$ cat src/hw/rtl/crc8lfr_pkg.sv
// Shared types, constants and the CRC-8 byte update for the frame receiver.
// No dependencies; every other file of the block depends on this package.
package crc8lfr_pkg;

  localparam int ByteW  = 8;
  localparam int IndexW = 3;

  localparam logic [1:0] PH_HUNT  = 2'd0;
  localparam logic [1:0] PH_FLAGS = 2'd1;
  localparam logic [1:0] PH_LEN   = 2'd2;
  localparam logic [1:0] PH_BODY  = 2'd3;

  localparam logic [1:0] ST_OK        = 2'd0;
  localparam logic [1:0] ST_CRC_ERR   = 2'd1;
  localparam logic [1:0] ST_TOO_SHORT = 2'd2;
  localparam logic [1:0] ST_TOO_LONG  = 2'd3;

  localparam logic [IndexW-1:0] REG_START_FLAG = 3'd0;
  localparam logic [IndexW-1:0] REG_CRC_POLY   = 3'd1;
  localparam logic [IndexW-1:0] REG_ACK_MASK   = 3'd2;
  localparam logic [IndexW-1:0] REG_MIN_LEN    = 3'd3;
  localparam logic [IndexW-1:0] REG_MAX_LEN    = 3'd4;

  localparam logic [ByteW-1:0] START_FLAG_RST = 8'd126;
  localparam logic [ByteW-1:0] CRC_POLY_RST   = 8'd7;
  localparam logic [ByteW-1:0] ACK_MASK_RST   = 8'd1;
  localparam logic [ByteW-1:0] MIN_LEN_RST    = 8'd4;
  localparam logic [ByteW-1:0] MAX_LEN_RST    = 8'd255;

  // Start flag, flags, length and CRC byte.
  localparam logic [ByteW-1:0] HDR_AND_CRC = 8'd4;

  typedef struct packed {
    logic [ByteW-1:0] start_flag;
    logic [ByteW-1:0] crc_poly;
    logic [ByteW-1:0] ack_mask;
    logic [ByteW-1:0] min_frame_len;
    logic [ByteW-1:0] max_frame_len;
  } cfg_t;

  typedef struct packed {
    logic [ByteW-1:0] payload_byte;
    logic             frame_end;
    logic [1:0]       status;
    logic [ByteW-1:0] frame_type;
    logic [ByteW-1:0] frame_length;
    logic             is_ack;
  } result_t;

  // MSB-first CRC-8 over one byte, no reflection and no final xor.
  function automatic logic [ByteW-1:0] crc8_feed(input logic [ByteW-1:0] crc,
                                                 input logic [ByteW-1:0] b,
                                                 input logic [ByteW-1:0] poly);
    logic [ByteW-1:0] v;
    v = crc ^ b;
    for (int k = 0; k < ByteW; k++) begin
      v = v[ByteW-1] ? ({v[ByteW-2:0], 1'b0} ^ poly) : {v[ByteW-2:0], 1'b0};
    end
    return v;
  endfunction

endpackage

$ cat src/hw/rtl/crc8lfr_if.sv
// Handshake interfaces of the frame receiver: byte input, result output
// and register writes. Depends on crc8lfr_pkg for widths.
interface crc8lfr_byte_if;
  logic                        valid;
  logic                        ready;
  logic [crc8lfr_pkg::ByteW-1:0] rx_byte;

  modport source (output valid, output rx_byte, input ready);
  modport sink (input valid, input rx_byte, output ready);
endinterface

interface crc8lfr_res_if;
  logic                        valid;
  logic                        ready;
  logic [crc8lfr_pkg::ByteW-1:0] payload_byte;
  logic                        frame_end;
  logic [1:0]                  status;
  logic [crc8lfr_pkg::ByteW-1:0] frame_type;
  logic [crc8lfr_pkg::ByteW-1:0] frame_length;
  logic                        is_ack;

  modport source (output valid, output payload_byte, output frame_end, output status,
                  output frame_type, output frame_length, output is_ack, input ready);
  modport sink (input valid, input payload_byte, input frame_end, input status,
                input frame_type, input frame_length, input is_ack, output ready);
endinterface

interface crc8lfr_cfg_if;
  logic                           valid;
  logic                           ready;
  logic [crc8lfr_pkg::IndexW-1:0] index;
  logic [crc8lfr_pkg::ByteW-1:0]  data;

  modport source (output valid, output index, output data, input ready);
  modport sink (input valid, input index, input data, output ready);
endinterface

$ cat src/hw/rtl/crc8_length_frame_receiver_top.sv
// Top level of the length-prefixed CRC-8 frame receiver: register file and
// channel wiring. Depends on crc8lfr_pkg, crc8lfr_if and crc8lfr_deframer.
//
// The rx channel takes one link byte per word. Bytes are discarded until the
// start flag is seen; then the flags byte and total-length byte are read, and
// each body byte before the closing CRC byte leaves on the frame channel as a
// payload word. The last byte of a frame yields an end-of-frame word with the
// status, flags, length and acknowledge bit. A length outside the configured
// bounds, or under four bytes, gives an end-of-frame word at once and the
// receiver hunts again. The cfg channel writes the five registers by index
// and is always ready; writes beyond the register list are ignored.
// Registers should be written only while no frame is in progress.
// One byte is accepted every cycle while the frame channel is not stalling;
// a result word is presented once its byte, waiting in the input register,
// has passed the combinational CRC and phase logic into the result register. When the
// frame channel stalls with a word waiting, at most one byte more is taken
// into the input register and then rx drops ready.
// Reset returns the registers to their defaults, clears both pipeline
// stages and restarts the hunt for a start flag.
module crc8_length_frame_receiver_top (
  input logic           clk,
  input logic           rst,
  crc8lfr_byte_if.sink  rx,
  crc8lfr_res_if.source frame,
  crc8lfr_cfg_if.sink   cfg
);
  import crc8lfr_pkg::*;

  cfg_t    regs;
  result_t res;

  assign cfg.ready = 1'b1;

  always_ff @(posedge clk) begin
    if (rst) begin
      regs.start_flag    <= START_FLAG_RST;
      regs.crc_poly      <= CRC_POLY_RST;
      regs.ack_mask      <= ACK_MASK_RST;
      regs.min_frame_len <= MIN_LEN_RST;
      regs.max_frame_len <= MAX_LEN_RST;
    end else if (cfg.valid) begin
      case (cfg.index)
        REG_START_FLAG: regs.start_flag    <= cfg.data;
        REG_CRC_POLY:   regs.crc_poly      <= cfg.data;
        REG_ACK_MASK:   regs.ack_mask      <= cfg.data;
        REG_MIN_LEN:    regs.min_frame_len <= cfg.data;
        REG_MAX_LEN:    regs.max_frame_len <= cfg.data;
        default: begin
        end
      endcase
    end
  end

  crc8lfr_deframer u_deframer (
    .clk       (clk),
    .rst       (rst),
    .in_valid  (rx.valid),
    .in_ready  (rx.ready),
    .in_byte   (rx.rx_byte),
    .cfg       (regs),
    .res_valid (frame.valid),
    .res_ready (frame.ready),
    .res       (res)
  );

  assign frame.payload_byte = res.payload_byte;
  assign frame.frame_end    = res.frame_end;
  assign frame.status       = res.status;
  assign frame.frame_type   = res.frame_type;
  assign frame.frame_length = res.frame_length;
  assign frame.is_ack       = res.is_ack;

endmodule

$ cat src/hw/rtl/crc8lfr_deframer.sv
// Frame parser: input register, phase logic with the CRC-8 update, and the
// result register. Depends on crc8lfr_pkg for types, codes and crc8_feed.
module crc8lfr_deframer (
  input  logic                                   clk,
  input  logic                                   rst,
  input  logic                                   in_valid,
  output logic                                   in_ready,
  input  logic [crc8lfr_pkg::ByteW-1:0]          in_byte,
  input  crc8lfr_pkg::cfg_t                      cfg,
  output logic                                   res_valid,
  input  logic                                   res_ready,
  output crc8lfr_pkg::result_t                   res
);
  import crc8lfr_pkg::*;

  logic             byte_valid;
  logic [ByteW-1:0] byte_q;
  logic             advance;

  logic [1:0]       phase, phase_next;
  logic [ByteW-1:0] byte_count, byte_count_next;
  logic [ByteW-1:0] running_crc, running_crc_next;
  logic [ByteW-1:0] flags_seen, flags_seen_next;
  logic [ByteW-1:0] length_seen, length_seen_next;
  logic [ByteW-1:0] crc_upd;
  logic             emit;
  result_t          res_next;

  assign advance  = !res_valid || res_ready;
  assign in_ready = !byte_valid || advance;
  assign crc_upd  = crc8_feed(running_crc, byte_q, cfg.crc_poly);

  always_comb begin
    phase_next       = phase;
    byte_count_next  = byte_count;
    running_crc_next = running_crc;
    flags_seen_next  = flags_seen;
    length_seen_next = length_seen;
    emit             = 1'b0;
    res_next         = '0;
    res_next.frame_type   = flags_seen;
    res_next.frame_length = length_seen;
    res_next.is_ack       = |(flags_seen & cfg.ack_mask);
    case (phase)
      PH_HUNT: begin
        if (byte_q == cfg.start_flag) begin
          running_crc_next = crc8_feed('0, byte_q, cfg.crc_poly);
          byte_count_next  = 8'd1;
          phase_next       = PH_FLAGS;
        end
      end
      PH_FLAGS: begin
        flags_seen_next  = byte_q;
        running_crc_next = crc_upd;
        byte_count_next  = 8'd2;
        phase_next       = PH_LEN;
      end
      PH_LEN: begin
        length_seen_next      = byte_q;
        running_crc_next      = crc_upd;
        byte_count_next       = 8'd3;
        res_next.frame_end    = 1'b1;
        res_next.frame_length = byte_q;
        if (byte_q < cfg.min_frame_len || byte_q < HDR_AND_CRC) begin
          emit            = 1'b1;
          res_next.status = ST_TOO_SHORT;
          phase_next      = PH_HUNT;
        end else if (byte_q > cfg.max_frame_len) begin
          emit            = 1'b1;
          res_next.status = ST_TOO_LONG;
          phase_next      = PH_HUNT;
        end else begin
          phase_next = PH_BODY;
        end
      end
      default: begin
        running_crc_next = crc_upd;
        byte_count_next  = byte_count + 8'd1;
        emit             = 1'b1;
        if (byte_count_next >= length_seen) begin
          res_next.frame_end = 1'b1;
          res_next.status    = (crc_upd == '0) ? ST_OK : ST_CRC_ERR;
          phase_next         = PH_HUNT;
        end else begin
          res_next              = '0;
          res_next.payload_byte = byte_q;
        end
      end
    endcase
  end

  always_ff @(posedge clk) begin
    if (rst) begin
      byte_valid  <= 1'b0;
      res_valid   <= 1'b0;
      phase       <= PH_HUNT;
      byte_count  <= '0;
      running_crc <= '0;
      flags_seen  <= '0;
      length_seen <= '0;
    end else begin
      if (in_ready) begin
        byte_valid <= in_valid;
      end
      if (advance) begin
        res_valid <= byte_valid && emit;
      end
      if (byte_valid && advance) begin
        phase       <= phase_next;
        byte_count  <= byte_count_next;
        running_crc <= running_crc_next;
        flags_seen  <= flags_seen_next;
        length_seen <= length_seen_next;
      end
    end
  end

  always_ff @(posedge clk) begin
    if (in_valid && in_ready) begin
      byte_q <= in_byte;
    end
    if (advance && byte_valid && emit) begin
      res <= res_next;
    end
  end

endmodule

$ cat src/flat_wrapper.sv
// flat-port wrapper written by rule: the top's interface ports become plain ports
module crc8_length_frame_receiver_top_flat import crc8lfr_pkg::*;
  (clk, rst, rx_valid, rx_rx_byte, rx_ready, frame_valid, frame_payload_byte, frame_frame_end, frame_status, frame_frame_type, frame_frame_length, frame_is_ack, frame_ready, cfg_valid, cfg_index, cfg_data, cfg_ready);
  crc8lfr_byte_if rx_i ();
  crc8lfr_res_if frame_i ();
  crc8lfr_cfg_if cfg_i ();
  input logic clk;
  input logic rst;
  input wire logic [$bits(rx_i.valid)-1:0] rx_valid;
  input wire logic [$bits(rx_i.rx_byte)-1:0] rx_rx_byte;
  output wire logic [$bits(rx_i.ready)-1:0] rx_ready;
  output wire logic [$bits(frame_i.valid)-1:0] frame_valid;
  output wire logic [$bits(frame_i.payload_byte)-1:0] frame_payload_byte;
  output wire logic [$bits(frame_i.frame_end)-1:0] frame_frame_end;
  output wire logic [$bits(frame_i.status)-1:0] frame_status;
  output wire logic [$bits(frame_i.frame_type)-1:0] frame_frame_type;
  output wire logic [$bits(frame_i.frame_length)-1:0] frame_frame_length;
  output wire logic [$bits(frame_i.is_ack)-1:0] frame_is_ack;
  input wire logic [$bits(frame_i.ready)-1:0] frame_ready;
  input wire logic [$bits(cfg_i.valid)-1:0] cfg_valid;
  input wire logic [$bits(cfg_i.index)-1:0] cfg_index;
  input wire logic [$bits(cfg_i.data)-1:0] cfg_data;
  output wire logic [$bits(cfg_i.ready)-1:0] cfg_ready;
  assign rx_i.valid = rx_valid;
  assign rx_i.rx_byte = rx_rx_byte;
  assign rx_ready = rx_i.ready;
  assign frame_valid = frame_i.valid;
  assign frame_payload_byte = frame_i.payload_byte;
  assign frame_frame_end = frame_i.frame_end;
  assign frame_status = frame_i.status;
  assign frame_frame_type = frame_i.frame_type;
  assign frame_frame_length = frame_i.frame_length;
  assign frame_is_ack = frame_i.is_ack;
  assign frame_i.ready = frame_ready;
  assign cfg_i.valid = cfg_valid;
  assign cfg_i.index = cfg_index;
  assign cfg_i.data = cfg_data;
  assign cfg_ready = cfg_i.ready;
  crc8_length_frame_receiver_top u_core (.clk(clk), .rst(rst), .rx(rx_i), .frame(frame_i), .cfg(cfg_i));
endmodule
$ cat config.mk
export PLATFORM = sky130hd
export DESIGN_NAME = crc8_length_frame_receiver_top_flat
export DESIGN_NICKNAME = d
export VERILOG_FILES = /design/src/hw/rtl/crc8lfr_pkg.sv /design/src/hw/rtl/crc8lfr_if.sv /design/src/hw/rtl/crc8_length_frame_receiver_top.sv /design/src/hw/rtl/crc8lfr_deframer.sv /design/src/flat_wrapper.sv
export SDC_FILE = /design/constraint.sdc
export NUM_CORES = 1
export LEC_CHECK = 0
export ABC_AREA = 1
export BUFFER_PORTS_ARGS = -buffer_cell sky130_fd_sc_hd__buf_4
export CORE_ASPECT_RATIO = 1.25
export CORE_MARGIN = 2
export CORE_UTILIZATION = 42
export CTS_CLUSTER_DIAMETER = 120
export DETAILED_ROUTE_END_ITERATION = 12
export PLACE_DENSITY = 0.56
export SYNTH_ARGS = -nofsm -noshare
export SYNTH_HDL_FRONTEND = slang
export SYNTH_SLANG_ARGS = --single-unit
$ cat constraint.sdc
create_clock -name clk -period 3.68 [get_ports clk]
set_input_delay 0.552 -clock clk [delete_from_list [all_inputs] [get_ports clk]]
set_output_delay 0.552 -clock clk [all_outputs]
set_load 0.01 [all_outputs]
==> results.json <==
{
  "status": "complete, no violations",
  "regToRegSetupSlack_ns": 0.18,
  "grt_pass1_vias": 6638,
  "slew_violations": 0,
  "min_to": "u_core.u_deframer.byte_q[0]$_DFFE_PP_",
  "reg2regPathDepth": 31,
  "wirelength_um": 22100,
  "synth_xor_area_share_pct": 9.79,
  "p_leak_nw": 4.13,
  "layout_setup_ws_ns": 0.183,
  "synth-seq-cells": 112,
  "synth_compound_area_share_pct": 11.4,
  "min_path_cells": 1,
  "irDropWorstVdd_uv": 233,
  "worst_pin_slew_ns": 0.882,
  "max-cap-violations": 0,
  "cts_max_path_buffers": 2,
  "p_per_area_mw_per_mm2": 355,
  "cts.clk_slew.worst_paths_ns": 0.08,
  "globalplace.congestion": 0.823,
  "synthTopCellsByArea": "dfxtp_1 20%, nand2_1 15%, edfxtp_1 14%",
  "synth_fa_ha_area_share_pct": 4.56,
  "htreeDepth": 3,
  "die_area_mm2": 0.0194,
  "nets": 1217,
  "seq_area_frac_synth_pct": 33.9,
  "syn_nets": 1126,
  "die_width_um": 125,
  "routedWlPerCell_um": 15.8,
  "synth_common_cells": "305 x nand2_1, 110 x nand3_1, 109 x inv_1",
  "hold_violations": 0,
  "async_reset_ff_share_pct": 0,
  "hp-class": "in2reg",
  "die_h_um": 155,
  "drtPass1Iterations": 5,
  "cp.required_ns": 3.79,
  "yosysWarnings": 0,
  "num_vias": 7133,
  "setup_viol": 0,
  "synth-simple-area-share_pct": 31.6,
  "start_util_pct": 42.6,
  "slew_headroom_pct": 41.1,
  "period_minus_slack_ns": 3.50,
  "hp-start": "rx_rx_byte[0]",
  "multi_input_area_mm2": 0.00458,
  "startpoint_type": "flop",
  "finClkSkew_ns": 0.00634,
  "grt_pass1_wl_um": 34800,
  "io_pins": 55,
  "syn_area_mm2": 0.00768,
  "synth_top_family_by_area": "simple AND/OR/NAND/NOR gates",
  "worst-path-max-fanout": 8,
  "crit_arrival_ns": 3.60,
  "synth_edf_count": 36,
  "path_class": "reg2reg",
  "synth.top_cell.area_share_pct": 19.8,
  "area_delta_synth_final_pct": 18.9,
  "ant_nets": 0,
  "reg2reg_to": "u_core.u_deframer.res[17]$_DFFE_PP_",
  "synth.most_common_cell": "nand2_1",
  "cts-root-buf": "clkbuf_16",
  "crit_path_frequent_cell": "nand2_1",
  "vias_per_cell": 5.10,
  "worst_skew_pair.late_latency_ns": 0.35,
  "antenna_found_initial": 0,
  "port_buffers": 53,
  "max_stage_delay_ns": 0.45,
  "dr.first_iter.drc_count": 604,
  "avgSynthCellArea_um2": 7.15,
  "drc": 0,
  "dpl_worst_slack_ns": 0.111,
  "layout-drive-gt1-share_pct": 18.5,
  "finalCritPeriodShare_pct": 95.0,
  "critPathSlowestCell": "edfxtp_1",
  "cts-buffers-inserted": 9,
  "end_kind": "flop",
  "core_area_mm2": 0.0180,
  "nFillCells": 1795,
  "synth_mux_area_share_pct": 0,
  "ff_latch_area_mm2": 0.00260,
  "hpwl_um": 16700,
  "grtUsageTotal_pct": 22.5,
  "grt-ovfl-total": 0,
  "max_freq_ghz": 0.286,
  "synth_cells": 1074,
  "synthDistinctLibCells": 49,
  "grt_max_degree": 31,
  "antennaDiodeCount": 0,
  "rows": 55,
  "fin_util_pct": 50.7,
  "cts_tree": "yes",
  "rsz0062_at_grt": "yes",
  "synth_ff_type": "dfxtp_1",
  "cts_sinks": 112,
  "yosys.area.top_type": "dfxtp_1",
  "r2r_start": "u_core.u_deframer.byte_q[7]$_DFFE_PP_"
}
worst max-delay path by stage:
stage | from | cells past startpoint | to | slack (ns)
after floorplan | u_core.u_deframer.byte_q[1]$_DFFE_PP_ | 13 | u_core.u_deframer.res[0]$_DFFE_PP_ | 0.49
after global placement | u_core.u_deframer.byte_q[7]$_DFFE_PP_ | 31 | u_core.u_deframer.res[17]$_DFFE_PP_ | 0.22
after detailed placement | u_core.u_deframer.byte_q[7]$_DFFE_PP_ | 30 | u_core.u_deframer.res[17]$_DFFE_PP_ | 0.11
after CTS | u_core.u_deframer.byte_q[7]$_DFFE_PP_ | 30 | u_core.u_deframer.res[17]$_DFFE_PP_ | 0.1
after global routing | u_core.u_deframer.byte_q[7]$_DFFE_PP_ | 31 | u_core.u_deframer.res[17]$_DFFE_PP_ | -0.12
final | u_core.u_deframer.byte_q[7]$_DFFE_PP_ | 31 | u_core.u_deframer.res[17]$_DFFE_PP_ | 0.18
where the power goes:
group	switching (mW)	leakage, nW	internal, mW
sequential	0.0175	0.930	1.29
clock	0.464	0.151	0.524
combinational	0.572	3.05	0.374
stage by stage:
stage	TNS (ns)	hold WS, ns	total power, mW	instances	instance area, um2
2_1_floorplan	0	0.430	1.98	1074	7680
3_3_place_gp	0	0.443	2.17	1357	8460
3_5_place_dp	0	0.452	2.17	1357	8460
4_1_cts	0	0.365	3.15	1373	8760
5_1_grt	-0.122	0.361	3.43	1398	9130
6_report	0	0.374	3.24	1398	9130
registers in the layout, summed over array words and instances, names as in the netlist:
| signal | count |
|---|---|
| u_core.u_deframer.res_valid | 1 |
| u_core.regs | 40 |
| u_core.u_deframer.flags_seen | 8 |
| u_core.u_deframer.length_seen | 8 |
| u_core.u_deframer.running_crc | 8 |
| u_core.u_deframer.phase | 2 |
| u_core.u_deframer.byte_count | 8 |
| u_core.u_deframer.byte_q | 8 |
| u_core.u_deframer.byte_valid | 1 |
| u_core.u_deframer.res | 28 |
timing repair:
item                                   CTS  global route
gates resized for setup                  0            44
hold buffers                             0             0
setup endpoints to repair                0             8
endpoints found under the hold margin    0             0
setup buffers                            0            23
layer usage:
| layer | GRT usage [%] | part of all wire (%) | vias up | routed length, um |
|---|---|---|---|---|
| li1 | - | - | 3674 | - |
| met1 | 29.3 | 46 | 3274 | 10200 |
| met2 | 38.0 | 47 | 136 | 10500 |
| met3 | 3.23 | 2.9 | 49 | 649 |
| met4 | 8.84 | 3.7 | 0 | 821 |
| met5 | 0 | 0 | - | 0 |
cell usage in the layout (no fill, tap or decap), types with 8 or more instances in the layout:
master,synthesis,routed
nand2_1,305,293
buf_4,4,111
inv_1,109,108
nand3_1,110,107
dfxtp_1,76,76
nor2_1,76,73
a21oi_1,55,55
o21ai_0,49,47
edfxtp_1,36,36
xor2_1,32,32
xnor2_1,34,31
ha_1,28,28
nand2_2,14,21
o211ai_1,14,14
nand2_4,7,12
nand3_2,10,11
clkbuf_16,0,10
nand4_1,8,8
clkinv_1,8,8
cells by family after synthesis:
| family | Yosys count |
|---|---|
| simple gates | 547 |
| buf+inv | 161 |
| compound gates | 149 |
| flops | 112 |
| xor+xnor | 76 |
| fa+ha+maj | 28 |
| other cells | 1 |
layout make-up:
| class | instances | share of cell area (%) |
|---|---|---|
| Sequential cell | 112 | 28.5 |
| Tap cell | 228 | 3.12 |
| Timing Repair Buffer | 117 | 9.96 |
| Multi-Input combinational cell | 803 | 50.1 |
| Clock buffer | 11 | 2.89 |
| Inverter | 122 | 5.01 |
| Clock inverter | 5 | 0.397 |
critical path: cells and delay by family, from the launching register on:
kind	cells	cell delay [ns]
flip-flops	1	0.45
AND/OR/NAND/NOR	26	2.24
buffers and inverters	5	0.59
(Power assumes the default switching activity.)
